==> config.mk <==
export PLATFORM = sky130hd
export DESIGN_NAME = spc_column
export DESIGN_NICKNAME = d
export VERILOG_FILES = /design/src/hdl/spc_pkg.sv /design/src/hdl/spc_column.sv
export SDC_FILE = /design/constraint.sdc
export NUM_CORES = 1
export LEC_CHECK = 0
export BUFFER_PORTS_ARGS = -buffer_cell sky130_fd_sc_hd__buf_2
export CORE_MARGIN = 2
export CORE_UTILIZATION = 52
export CTS_CLUSTER_DIAMETER = 150
export CTS_CLUSTER_SIZE = 25
export DETAILED_ROUTE_END_ITERATION = 12
export MAX_ROUTING_LAYER = met4
export PLACE_DENSITY = 0.83
export SYNTH_ARGS = -nofsm -noshare
export SYNTH_HDL_FRONTEND = slang
export SYNTH_SLANG_ARGS = --single-unit
==> constraint.sdc <==
create_clock -name i_clk -period 2.56 [get_ports i_clk]
set_input_delay 0.768 -clock i_clk [delete_from_list [all_inputs] [get_ports i_clk]]
set_output_delay 0.768 -clock i_clk [all_outputs]
set_load 0.01 [all_outputs]
==> src/hdl/spc_pkg.sv <==
// spc_pkg: shared types, constants and helpers for the site pattern counter.
// Used by spc_column, spc_table and site_pattern_counter_unit; no dependencies.
package spc_pkg;

    localparam int SPC_PATTERN_SLOTS = 1024;
    localparam int SPC_MAX_SPECIES   = 32;
    localparam int SPC_COUNT_BITS    = 32;

    localparam int BASE_BITS  = 2;
    localparam int PATTERN_W  = 64;
    localparam int BASES_W    = 6;
    localparam int READ_IDX_W = 10;
    localparam int OUT_CNT_W  = 32;
    localparam int DISTINCT_W = 11;

    localparam logic [BASES_W-1:0] BASES_MAX = '1;

    localparam logic [7:0] CH_LA = 8'h61;
    localparam logic [7:0] CH_LC = 8'h63;
    localparam logic [7:0] CH_LG = 8'h67;
    localparam logic [7:0] CH_LT = 8'h74;
    localparam logic [7:0] CH_UA = 8'h41;
    localparam logic [7:0] CH_UC = 8'h43;
    localparam logic [7:0] CH_UG = 8'h47;
    localparam logic [7:0] CH_UT = 8'h54;

    localparam logic [BASE_BITS-1:0] BASE_A = 2'd0;
    localparam logic [BASE_BITS-1:0] BASE_C = 2'd1;
    localparam logic [BASE_BITS-1:0] BASE_G = 2'd2;
    localparam logic [BASE_BITS-1:0] BASE_T = 2'd3;

    typedef enum logic [2:0] {
        ST_MATCH   = 3'd0,
        ST_ADDED   = 3'd1,
        ST_INVALID = 3'd2,
        ST_TOO_MANY = 3'd3,
        ST_FULL    = 3'd4,
        ST_READ_OK = 3'd5,
        ST_UNUSED  = 3'd6
    } t_status;

    typedef struct packed {
        logic                  func;
        logic [7:0]            base_char;
        logic                  end_of_column;
        logic [READ_IDX_W-1:0] read_index;
    } t_in_item;

    typedef struct packed {
        t_status               status;
        logic [PATTERN_W-1:0]  pattern;
        logic [OUT_CNT_W-1:0]  pattern_count;
        logic [READ_IDX_W-1:0] entry_index;
        logic [DISTINCT_W-1:0] distinct_patterns;
    } t_out_item;

    typedef struct packed {
        logic over;
        logic bad;
    } t_col_flags;

    typedef struct packed {
        logic pat;
        logic cnt;
    } t_wr_en;

    typedef struct packed {
        logic                 ok;
        logic [BASE_BITS-1:0] code;
    } t_base;

    function automatic t_base base_decode(input logic [7:0] ch);
        t_base b;
        b.ok   = 1'b1;
        b.code = BASE_A;
        case (ch)
            CH_LA, CH_UA: b.code = BASE_A;
            CH_LC, CH_UC: b.code = BASE_C;
            CH_LG, CH_UG: b.code = BASE_G;
            CH_LT, CH_UT: b.code = BASE_T;
            default:      b.ok = 1'b0;
        endcase
        return b;
    endfunction

endpackage

==> src/hdl/spc_column.sv <==
// spc_column: assembles one column's pattern word, species count and invalid flag.
// Depends on spc_pkg. Shows the column state as it stands after the current character.
module spc_column #(
    parameter int MAX_SPECIES = spc_pkg::SPC_MAX_SPECIES
) (
    input  logic                           i_clk,
    input  logic                           i_rst_n,
    input  logic                           i_push,
    input  logic [7:0]                     i_char,
    input  logic                           i_eoc,
    output logic [spc_pkg::PATTERN_W-1:0]  o_pattern,
    output spc_pkg::t_col_flags            o_flags
);
    import spc_pkg::*;

    logic [PATTERN_W-1:0] r_pattern, n_pattern;
    logic [BASES_W-1:0]   r_bases, n_bases;
    logic                 r_invalid, n_invalid;
    t_base                base;

    always_comb begin
        base      = base_decode(i_char);
        n_pattern = base.ok ? {r_pattern[PATTERN_W-BASE_BITS-1:0], base.code} : r_pattern;
        n_invalid = r_invalid | ~base.ok;
        n_bases   = (r_bases == BASES_MAX) ? r_bases : r_bases + BASES_W'(1);
    end

    assign o_pattern    = n_pattern;
    assign o_flags.over = n_bases > BASES_W'(MAX_SPECIES);
    assign o_flags.bad  = n_invalid;

    always_ff @(posedge i_clk) begin
        if (!i_rst_n) begin
            r_pattern <= '0;
            r_bases   <= '0;
            r_invalid <= 1'b0;
        end else if (i_push) begin
            if (i_eoc) begin
                r_pattern <= '0;
                r_bases   <= '0;
                r_invalid <= 1'b0;
            end else begin
                r_pattern <= n_pattern;
                r_bases   <= n_bases;
                r_invalid <= n_invalid;
            end
        end
    end

endmodule

Word level (Yosys, flattened, before mapping)
Index checks and enable logic that the tools add are counted.

Bitwise operators: 2. Eq/ne operators: 9. Reduce and logical (&&, ||, !) cells: 4. Order comparisons: 1. Add/subtract/negate cells: 1. Mux-type cells: 7.

Operators with widths (number): $mux W64 (2); $eq A8 B7 Y1 const B (8); $mux W6 (2); $reduce_or A8 Y1 (1); $add A6 B1 Y6 const B (1); $eq A6 B6 Y1 const B (1); $gt A6 B6 Y1 const B (1); $pmux W2 S3 (1); $reduce_or A2 Y1 (3); $mux W1 (2); $not A1 Y1 (1); $or A1 B1 Y1 (1).

Bits in registers: 71. Output and inout port bits: 66. Word-level logic and storage cells: 27. Input bits: 12.

Logic depth before layout (Yosys ltp)
Gate-level depths: netlist (run 1).

Depth in word-level cells: 6. Gate-level depth with buffers: 6. Depth with buffers taken out: 5.

Least setup slack after synthesis (run 1)
No wires, ideal clock.

Path type: input port to output port. Start point: input i_char[2]. End point: output o_pattern[15] in the netlist's numbering. Setup slack: -0.091 ns. Arrival: 1.883 ns. Cell stages on the path: 5. Buffers on the path: 1. Data required time: 1.792 ns. Cell sequence: nor2b_2 o21ai_4 and2_1 buf_4 mux2_1.

Longest elaborated chain between the ends: 4. Elaborated cells on any way between the ends: 11.

RTL lines: from (decl) (line spc_column.sv:9) `input logic [7:0] i_char,`; $eq A8 B7 Y1 (line spc_pkg.sv:76) `case (ch)`; $reduce_or A8 Y1 (no source line) *; $mux W1 * (line spc_pkg.sv:76); $mux W64 * (line spc_column.sv:23) `n_pattern = base.ok ? {r_pattern[PATTERN_W-BASE_BITS-1:0], base.code} : r_pattern;`; to (decl) (line spc_column.sv:11) `output logic [spc_pkg::PATTERN_W-1:0] o_pattern,`.

Every way passes the cells marked *; elsewhere a longest branch is shown, timed or not.

Final worst setup path (run 1)
Start point: input i_char[4]. End point: output o_pattern[10] in the netlist's numbering.

Same word-level chain as after synthesis.

==> results.md, run 1 <==
- Status: finished with violations
- Violated checks: negative setup slack
- Combinational family with the most area after synthesis: simple AND/OR/NAND/NOR gates
- Most area-consuming cells after synthesis: sky130_fd_sc_hd__dfxtp_1, sky130_fd_sc_hd__mux2_4, sky130_fd_sc_hd__nand3b_1
- Post-route setup slack: -0.272 ns
- CTS tree: built
- Max-cap violation count: 0
- Antenna violations before repair: 0
- Area fraction in compound gates after synthesis: 0.201
- Worst-path maximum fanout: 7
- Sum of buffers and inverters on the critical path: 3
- Switching part of the total power: 0.267
- Std-Cell Rows: 34
- Shortest period the worst path allows: 2.83 ns
- Cell count after synthesis: 512
- Total number of vias: 4459
- Reg2Reg Launch Point: r_bases[1]
- DRT Pass-1 Iters: 5
- Startpoint types: input port
- Number of antenna cells inserted: 0
- R2R Path End: r_bases[5]
- Area delta synth->final: 30.0%
- Die Area: 9760 um2
- Starting density of the core: 0.536
- Cell at the slowest stage of the critical path: sky130_fd_sc_hd__mux2_4
- Area of the core: 8720 um2
- Async set-or-reset flop fraction in the synthesized netlist: 0
- Routed WL per cell: 17.8 um
- Total routing usage reported by global routing: 0.243
- Netlist area before placement: 4670 um2
- Average cell area after synthesis: 9.13 um2
- Post-layout total power: 2.18 mW
- Xor-xnor portion of the synthesized cell area: 0
- Vias per cell: 6.40
- Cell count of the worst reg-to-reg path: 6
- CTS Root Cell: sky130_fd_sc_hd__clkbuf_8
- Half-perimeter wire length after detailed placement: 6770 um
- Critical path cell sequence: buf_8 -> nand2b_4 -> o21ai_4 -> nand2_8 -> clkbuf_16 -> mux2_4 -> buf_6
- Critical path origin: i_char[4]
- Clock slew at the register clock pins of the worst setup and hold paths: 0.08 ns
- Library cell occupying the most area in the post-synthesis netlist: sky130_fd_sc_hd__dfxtp_1
- CTS Buf Count: 9
- Largest net degree at the start of global routing: 85
- Instance area at placement: 5200 um2
- Worst setup EP type: output port
- Fraction of the mapped netlist area in adder cells: 0.00268
- Number of DRC markers after the initial detailed-route iteration: 376
- Remaining antenna violation count after routing: 0
- Primary flip-flop cell chosen by synthesis mapping: sky130_fd_sc_hd__dfxtp_1
- Least-Margin Pin Slew: 0.593 ns
- Number of H-tree branching levels: 3
- Number of cells on the critical path: 7
- Fraction of layout instances using a drive strength above 1: 0.358
- Period Utilization, post-route: 1.11
- Post-route standard cell area excluding fillers: 6070 um2
- Internal Dissipation: 1.60 mW
- Die Y-Extent: 98.8 um
- Multiplexer area fraction after synthesis: 0.199
- Via count of the first global-routing pass: 3984
- Cell family with the largest share of critical-path delay: buffers and inverters
- Unrepaired setup endpoints after global routing: yes
- Pwr Density: 359 nW/um2
- Number of nets in the synthesized netlist: 525
- Die boundary width: 98.8 um
- Final Wtd Congestion: 0.806
- Worst Setup Path Type: input port to output port
- Final count of hold timing violations: 0
- Fraction of post-synthesis cell area in the top cell type by area: 0.304
- Fill cells: 640
- Endpoint of the worst setup timing path: o_pattern[10]
- Commonest cells after routing, fill and taps aside: sky130_fd_sc_hd__buf_6, sky130_fd_sc_hd__dfxtp_1, sky130_fd_sc_hd__nand3b_1, sky130_fd_sc_hd__o21ai_1, sky130_fd_sc_hd__a31oi_1
- VDD IR-drop max: 190 uV
- Sum of routed wire length over all layers: 12400 um
- R2R Setup Slk: 1.05 ns
- Fmax achieved: 0.353 GHz
- Clock power share: 0.389
- Buffers added on ports: 76
- I/O pins: 78
- Number of enable-type register cells in the synthesized netlist: 0
- Leak: 2.78 nW
- Clock latency on the worst-skew pair: 0.36 ns
- Wire length of the first global-routing pass: 19300 um
- Data arrival time at the worst-slack endpoint: 2.06 ns
- Final setup violation count: 65
- Fraction of the mapped netlist area in simple logic gates: 0.229
- Number of warnings reported in the yosys synthesis log: 0
- Final-stage net count: 597
- Final hold slack: 0.477 ns
- Worst clock skew: 0.0111 ns
- Max-slew violations: 0
- Power share of the combinational group: 0.103
- Flip-flop and latch count after synthesis: 71
- Portion of the post-synthesis area used by sequential elements: 0.304
- Required time of the critical path: 1.79 ns
- Portion of total power attributed to sequential cells: 0.508
- Net Sw Power: 583 uW
- Clk sinks: 71
- Normalized max-slew margin: 0.605
- Worst stage delay on the critical path: 0.31 ns
- Remaining global-route overflow: 0
- Remaining design rule violation count: 0
- Largest buffer count on any clock path: 2
- Worst min-delay path class: register to register
- Synth cell types: 49
-- routing by layer --
layer  vias up  global-route usage  routed length [um]
met5         -                   -                   0
li1       2088                   -                   -
met4         0              0.0854                 253
met1      2187               0.317                5460
met3        26              0.0426                 575
met2       158               0.380                6100
-- Yosys cell counts, types with 4 or more instances --
cell                       count
sky130_fd_sc_hd__nand3b_1     67
sky130_fd_sc_hd__inv_1         4
sky130_fd_sc_hd__o21ai_0       4
sky130_fd_sc_hd__dfxtp_1      71
sky130_fd_sc_hd__o21ai_1      66
sky130_fd_sc_hd__and3_1       63
sky130_fd_sc_hd__nand2_1       7
sky130_fd_sc_hd__nand3_1       4
sky130_fd_sc_hd__clkbuf_1     34
sky130_fd_sc_hd__buf_6         6
sky130_fd_sc_hd__a31oi_1      65
sky130_fd_sc_hd__mux2_4       59
sky130_fd_sc_hd__nor2_1        4
sky130_fd_sc_hd__buf_4         4
sky130_fd_sc_hd__buf_2        11
-- tightest hold or removal path, cell delays in order, from the launching register on --
cell                      delay (ns)
sky130_fd_sc_hd__dfxtp_1        0.32
sky130_fd_sc_hd__nand3_1        0.06
sky130_fd_sc_hd__o21ai_1        0.05
-- cell families (layout without fill, tap and decap cells) --
kind of cell,after synthesis,after routing
adder cells (fa/ha/maj),1,1
multiplexers,63,63
buffers and inverters,60,137
flip-flops,71,71
AO/OA/AOI/OAI,157,157
AND/OR/NAND/NOR,160,160
-- area by class of cell --
type,instances,area [um2],area share
multi-input combinational,381,3080,0.506
sequential,71,1430,0.235
timing repair buffer,117,1240,0.204
clock buffer,13,159,0.0262
tap,108,135,0.0222
clock inverter,3,17.5,0.00288
inverter,4,15.0,0.00247
-- stage by stage --
stage / setup TNS, ns / setup slack, ns / cells / util
floorplan: -0.00536 / -0.00179 / 512 / -
global placement: -13.97 / -0.240 / 664 / 0.597
detailed placement: -15.70 / -0.268 / 664 / 0.597
CTS: -13.80 / -0.254 / 688 / 0.676
global route: -17.69 / -0.293 / 697 / 0.697
finish: -15.45 / -0.272 / 697 / 0.697
-- power by group through the flow --
stage	Combinational, mW	Clock, mW	Sequential (mW)
2_1_floorplan	0.130	0	1.13
3_3_place_gp	0.182	0	1.13
3_5_place_dp	0.187	0	1.13
4_1_cts	0.205	0.841	1.11
5_1_grt	0.238	0.915	1.11
6_report	0.226	0.849	1.11
-- worst min-delay path by stage --
stage,startpoint,end,slack [ns],depth (start not counted)
after floorplan,r_invalid,r_invalid,0.44,2
after global placement,r_invalid,r_invalid,0.45,2
after detailed placement,r_invalid,r_invalid,0.47,2
after CTS,r_invalid,r_invalid,0.48,2
after global routing,r_invalid,r_invalid,0.51,2
final,r_invalid,r_invalid,0.48,2
-- registers in the layout (all words and copies together), names as in the netlist --
register / cells
r_invalid: 1
r_pattern: 64
r_bases: 6
-- what timing repair did --
item                       4_1_cts  5_1_grt
gates cloned                     2        2
setup endpoints to repair       66       66
setup buffers                    6        8
pin swaps                        5        8
resized for setup               76       20
hold buffers                     0        0
No activity file was read; power rests on OpenSTA's default activity.
==> run 2, diff against run 1 <==
Settings changed: ABC_AREA set to 1, CORE_UTILIZATION 52 to 51, PLACE_DENSITY 0.83 to 0.82.
==> run 2 against run 1 <==
Effect of this change: the flow still finishes with violations (negative setup slack); first-iteration DRC count fell by 5.1%; sequential share of layout area fell by 2.2 points; die area fell by 3.5%; combinational power rose by 56%; clock power rose by 25%.
==> results.md, run 2 <==
- Status: finished with violations (unchanged)
- Violated checks: negative setup slack (unchanged)
- Startpoint types: input port (unchanged)
- Via count of the first global-routing pass: 4512 (was 3984)
- Fraction of post-synthesis cell area in the top cell type by area: 0.322 (was 0.304)
- Largest net degree at the start of global routing: 70 (was 85)
- Setup TNS: -15.59 ns (was -15.45 ns)
- Worst-path maximum fanout: 7 (unchanged)
- Remaining antenna violation count after routing: 0 (unchanged)
- Remaining design rule violation count: 0 (unchanged)
- Total number of vias: 4981 (was 4459)
- Area taken by multi-input logic gates: 2950 um2 (was 3080 um2)
- Fraction of the mapped netlist area in adder cells: 0.00283 (was 0.00268)
- Commonest cells after routing, fill and taps aside: sky130_fd_sc_hd__nand2_1, sky130_fd_sc_hd__inv_1, sky130_fd_sc_hd__dfxtp_1, sky130_fd_sc_hd__a21oi_1, sky130_fd_sc_hd__nand3_1 (was sky130_fd_sc_hd__buf_6, sky130_fd_sc_hd__dfxtp_1, sky130_fd_sc_hd__nand3b_1, sky130_fd_sc_hd__o21ai_1, sky130_fd_sc_hd__a31oi_1)
- Area fraction in compound gates after synthesis: 0.0870 (was 0.201)
- Normalized max-slew margin: 0.494 (was 0.605)
- Clk sinks: 71 (unchanged)
- Sum of routed wire length over all layers: 16100 um (was 12400 um)
- Antenna violations before repair: 0 (unchanged)
- Area of the core: 8300 um2 (was 8720 um2)
- Final count of hold timing violations: 0 (unchanged)
- Post-layout total power: 2.53 mW (was 2.18 mW)
- Final-stage net count: 775 (was 597)
- Required time of the critical path: 1.79 ns (about the same)
- Area of all sequential standard cells: 1430 um2 (about the same)
- Least-Margin Pin Slew: 0.760 ns (was 0.593 ns)
- Most area-consuming cells after synthesis: sky130_fd_sc_hd__dfxtp_1, sky130_fd_sc_hd__nand3_2, sky130_fd_sc_hd__nand2_1 (was sky130_fd_sc_hd__dfxtp_1, sky130_fd_sc_hd__mux2_4, sky130_fd_sc_hd__nand3b_1)
- VDD IR-drop max: 345 uV (was 190 uV)
- Pwr Density: 378 nW/um2 (was 359 nW/um2)
- Largest registers: r_pattern (64), r_bases (6), r_invalid (1) (unchanged)
- Portion of the post-synthesis area used by sequential elements: 0.322 (was 0.304)
- Starting density of the core: 0.532 (was 0.536)
- Die boundary width: 97.0 um (was 98.8 um)
- Leak: 3.18 nW (was 2.78 nW)
- Die Y-Extent: 97.0 um (was 98.8 um)
- Fmax achieved: 0.347 GHz (was 0.353 GHz)
- Library cell occupying the most area in the post-synthesis netlist: sky130_fd_sc_hd__dfxtp_1 (unchanged)
- Number of enable-type register cells in the synthesized netlist: 0 (unchanged)
- I/O pins: 78 (unchanged)
- Synth cell count leaders: sky130_fd_sc_hd__nand2_1, sky130_fd_sc_hd__inv_1, sky130_fd_sc_hd__dfxtp_1, sky130_fd_sc_hd__nand3_1, sky130_fd_sc_hd__a21oi_1 (was sky130_fd_sc_hd__dfxtp_1, sky130_fd_sc_hd__nand3b_1, sky130_fd_sc_hd__o21ai_1, sky130_fd_sc_hd__a31oi_1, sky130_fd_sc_hd__and3_1)
- Cell count after synthesis: 633 (was 512)
- Post-route setup slack: -0.322 ns (was -0.272 ns)
- Primary flip-flop cell chosen by synthesis mapping: sky130_fd_sc_hd__dfxtp_1 (unchanged)
- Data arrival time at the worst-slack endpoint: 2.11 ns (was 2.06 ns)
- Worst setup EP type: output port (unchanged)
- Routed WL per cell: 18.4 um (was 17.8 um)
- Leading cell type in the layout, fill and taps excluded: sky130_fd_sc_hd__nand2_1
- Number of warnings reported in the yosys synthesis log: 0 (unchanged)
- Instance area at placement: 5090 um2 (was 5200 um2)
- Clock slew at the register clock pins of the worst setup and hold paths: 0.07 ns (was 0.08 ns)
- Number of H-tree branching levels: 3 (unchanged)
- Multiplexer area fraction after synthesis: 0 (was 0.199)
- Period Utilization, post-route: 1.13 (was 1.11)
- CTS Buf Count: 9 (unchanged)
- Fraction of layout instances using a drive strength above 1: 0.429 (was 0.358)
- Vias per cell: 5.71 (was 6.40)
- Async set-or-reset flop fraction in the synthesized netlist: 0 (unchanged)
- Unrepaired setup endpoints after global routing: yes (unchanged)
- Die Area: 9420 um2 (was 9760 um2)
- Synth cell types: 24 (was 49)
- Final Wtd Congestion: 0.835 (was 0.806)
- Average cell area after synthesis: 6.98 um2 (was 9.13 um2)
- Flip-flop and latch count after synthesis: 71 (unchanged)
- Shortest period the worst path allows: 2.88 ns (was 2.83 ns)
- Final setup violation count: 66 (was 65)
- Most common cell in the netlist: sky130_fd_sc_hd__nand2_1 (was sky130_fd_sc_hd__dfxtp_1)
- Worst clock skew: 0.0149 ns (was 0.0111 ns)
- Netlist area before placement: 4420 um2 (was 4670 um2)
- Final hold slack: 0.466 ns (was 0.477 ns)
- Worst min-delay path class: register to register (unchanged)
- Number of nets in the synthesized netlist: 646 (was 525)
- Std-Cell Rows: 33 (was 34)
- Area delta synth->final: 51.5% (was 30.0%)
- Fill cells: 470 (was 640)
- CTS tree: built (unchanged)
- DRT Pass-1 Iters: 5 (unchanged)
- Remaining global-route overflow: 0 (unchanged)
- Post-route standard cell area excluding fillers: 6690 um2 (was 6070 um2)
- Max-cap violation count: 0 (unchanged)
- Combinational family with the most area after synthesis: simple AND/OR/NAND/NOR gates (unchanged)
- Flip-flop count of the largest register, all copies and words added: 64 (unchanged)
- Half-perimeter wire length after detailed placement: 6720 um (was 6770 um)
- Fraction of the mapped netlist area in simple logic gates: 0.453 (was 0.229)
- Largest buffer count on any clock path: 2 (unchanged)
- Max-slew violations: 0 (unchanged)
- CTS Root Cell: sky130_fd_sc_hd__clkbuf_8 (unchanged)
- Wire length of the first global-routing pass: 21300 um (was 19300 um)
- Hold bufs inserted after CTS: 0 (unchanged)
- Buffers added on ports: 76 (unchanged)
- Clock latency on the worst-skew pair: 0.36 ns (about the same)
- Worst slack after detailed placement: -0.180 ns (was -0.268 ns)
- Worst Setup Path Type: input port to output port (unchanged)
- Number of DRC markers after the initial detailed-route iteration: 357 (was 376)
- Register containing the most flip-flops in the final layout: r_pattern (unchanged)
- Xor-xnor portion of the synthesized cell area: 0.00595 (was 0)
- Total routing usage reported by global routing: 0.279 (was 0.243)
[run 2: changes by cell type in the layout (fill, tap and decap cells not counted), sizes merged, moves of 65 or more]
cell    change
nand3b     -67
nand3     +127
a31oi      -65
a21oi      +67
o21ai      -66
inv        +73
nand2     +144
[run 2: cell type report]
type | instances | area share
Multi-Input combinational cell | 443 | 0.441
Clock buffer | 11 | 0.0226
Clock inverter | 5 | 0.0120
Inverter | 77 | 0.0436
Sequential cell | 71 | 0.213
Timing Repair Buffer | 160 | 0.247
Antenna cell | 1 | 0.000374
Tap cell | 105 | 0.0196
[run 2: where the power goes]
group	switching, mW	internal, mW
sequential	0.00662	1.11
clock	0.461	0.601
combinational	0.193	0.159
total	0.661	1.87
[run 2: timing repair]
action,in CTS,in global routing
endpoints found under the setup margin,66,68
cloned,9,3
setup buffers,26,11
resized for setup,70,132
endpoints found under the hold margin,0,0
pin swaps,14,26
[run 2: logic make-up (layout without fill, tap and decap cells)]
family	Yosys count	after routing
compound gates	76	76
xor+xnor	3	3
fa+ha+maj	1	1
buf+inv	119	253
flops	71	71
other cells	0	1
simple gates	363	363
[run 2: routing by layer]
metal	part of all wire	track usage	routed length [um]	vias up
met5	0	-	0	-
met4	0.038	0.0997	618	0
met3	0.065	0.0535	1050	59
met2	0.52	0.475	8310	272
met1	0.38	0.329	6100	2362
li1	-	-	-	2288
[run 2: final timing paths]
kind | slack, ns | startpoint | cells past startpoint | endpoint
hold / removal | 0.47 | r_pattern[26] | 2 | r_pattern[26]
hold reg to reg | 0.47 | r_pattern[26] | 2 | r_pattern[26]
setup / recovery | -0.32 | i_char[1] | 11 | o_pattern[16]
setup reg to reg | 0.68 | r_pattern[13] | 12 | r_pattern[13]
[run 2: worst max-delay path: stages]
cell and delay [ns]:
sky130_fd_sc_hd__buf_6 0.10, sky130_fd_sc_hd__nor2_1 0.14, sky130_fd_sc_hd__nand2_1 0.12, sky130_fd_sc_hd__nand2_2 0.13
sky130_fd_sc_hd__nand2_8 0.10, sky130_fd_sc_hd__nand2_8 0.14, sky130_fd_sc_hd__buf_12 0.13, sky130_fd_sc_hd__buf_16 0.14
sky130_fd_sc_hd__nand2_2 0.06, sky130_fd_sc_hd__and2_1 0.14, sky130_fd_sc_hd__buf_2 0.14
[run 2: stage by stage]
stage                     std cells   util
after floorplan                 633      -
after global placement          813  0.614
after detailed placement        813  0.614
after CTS                       864  0.731
after global routing            872  0.806
final                           873  0.806
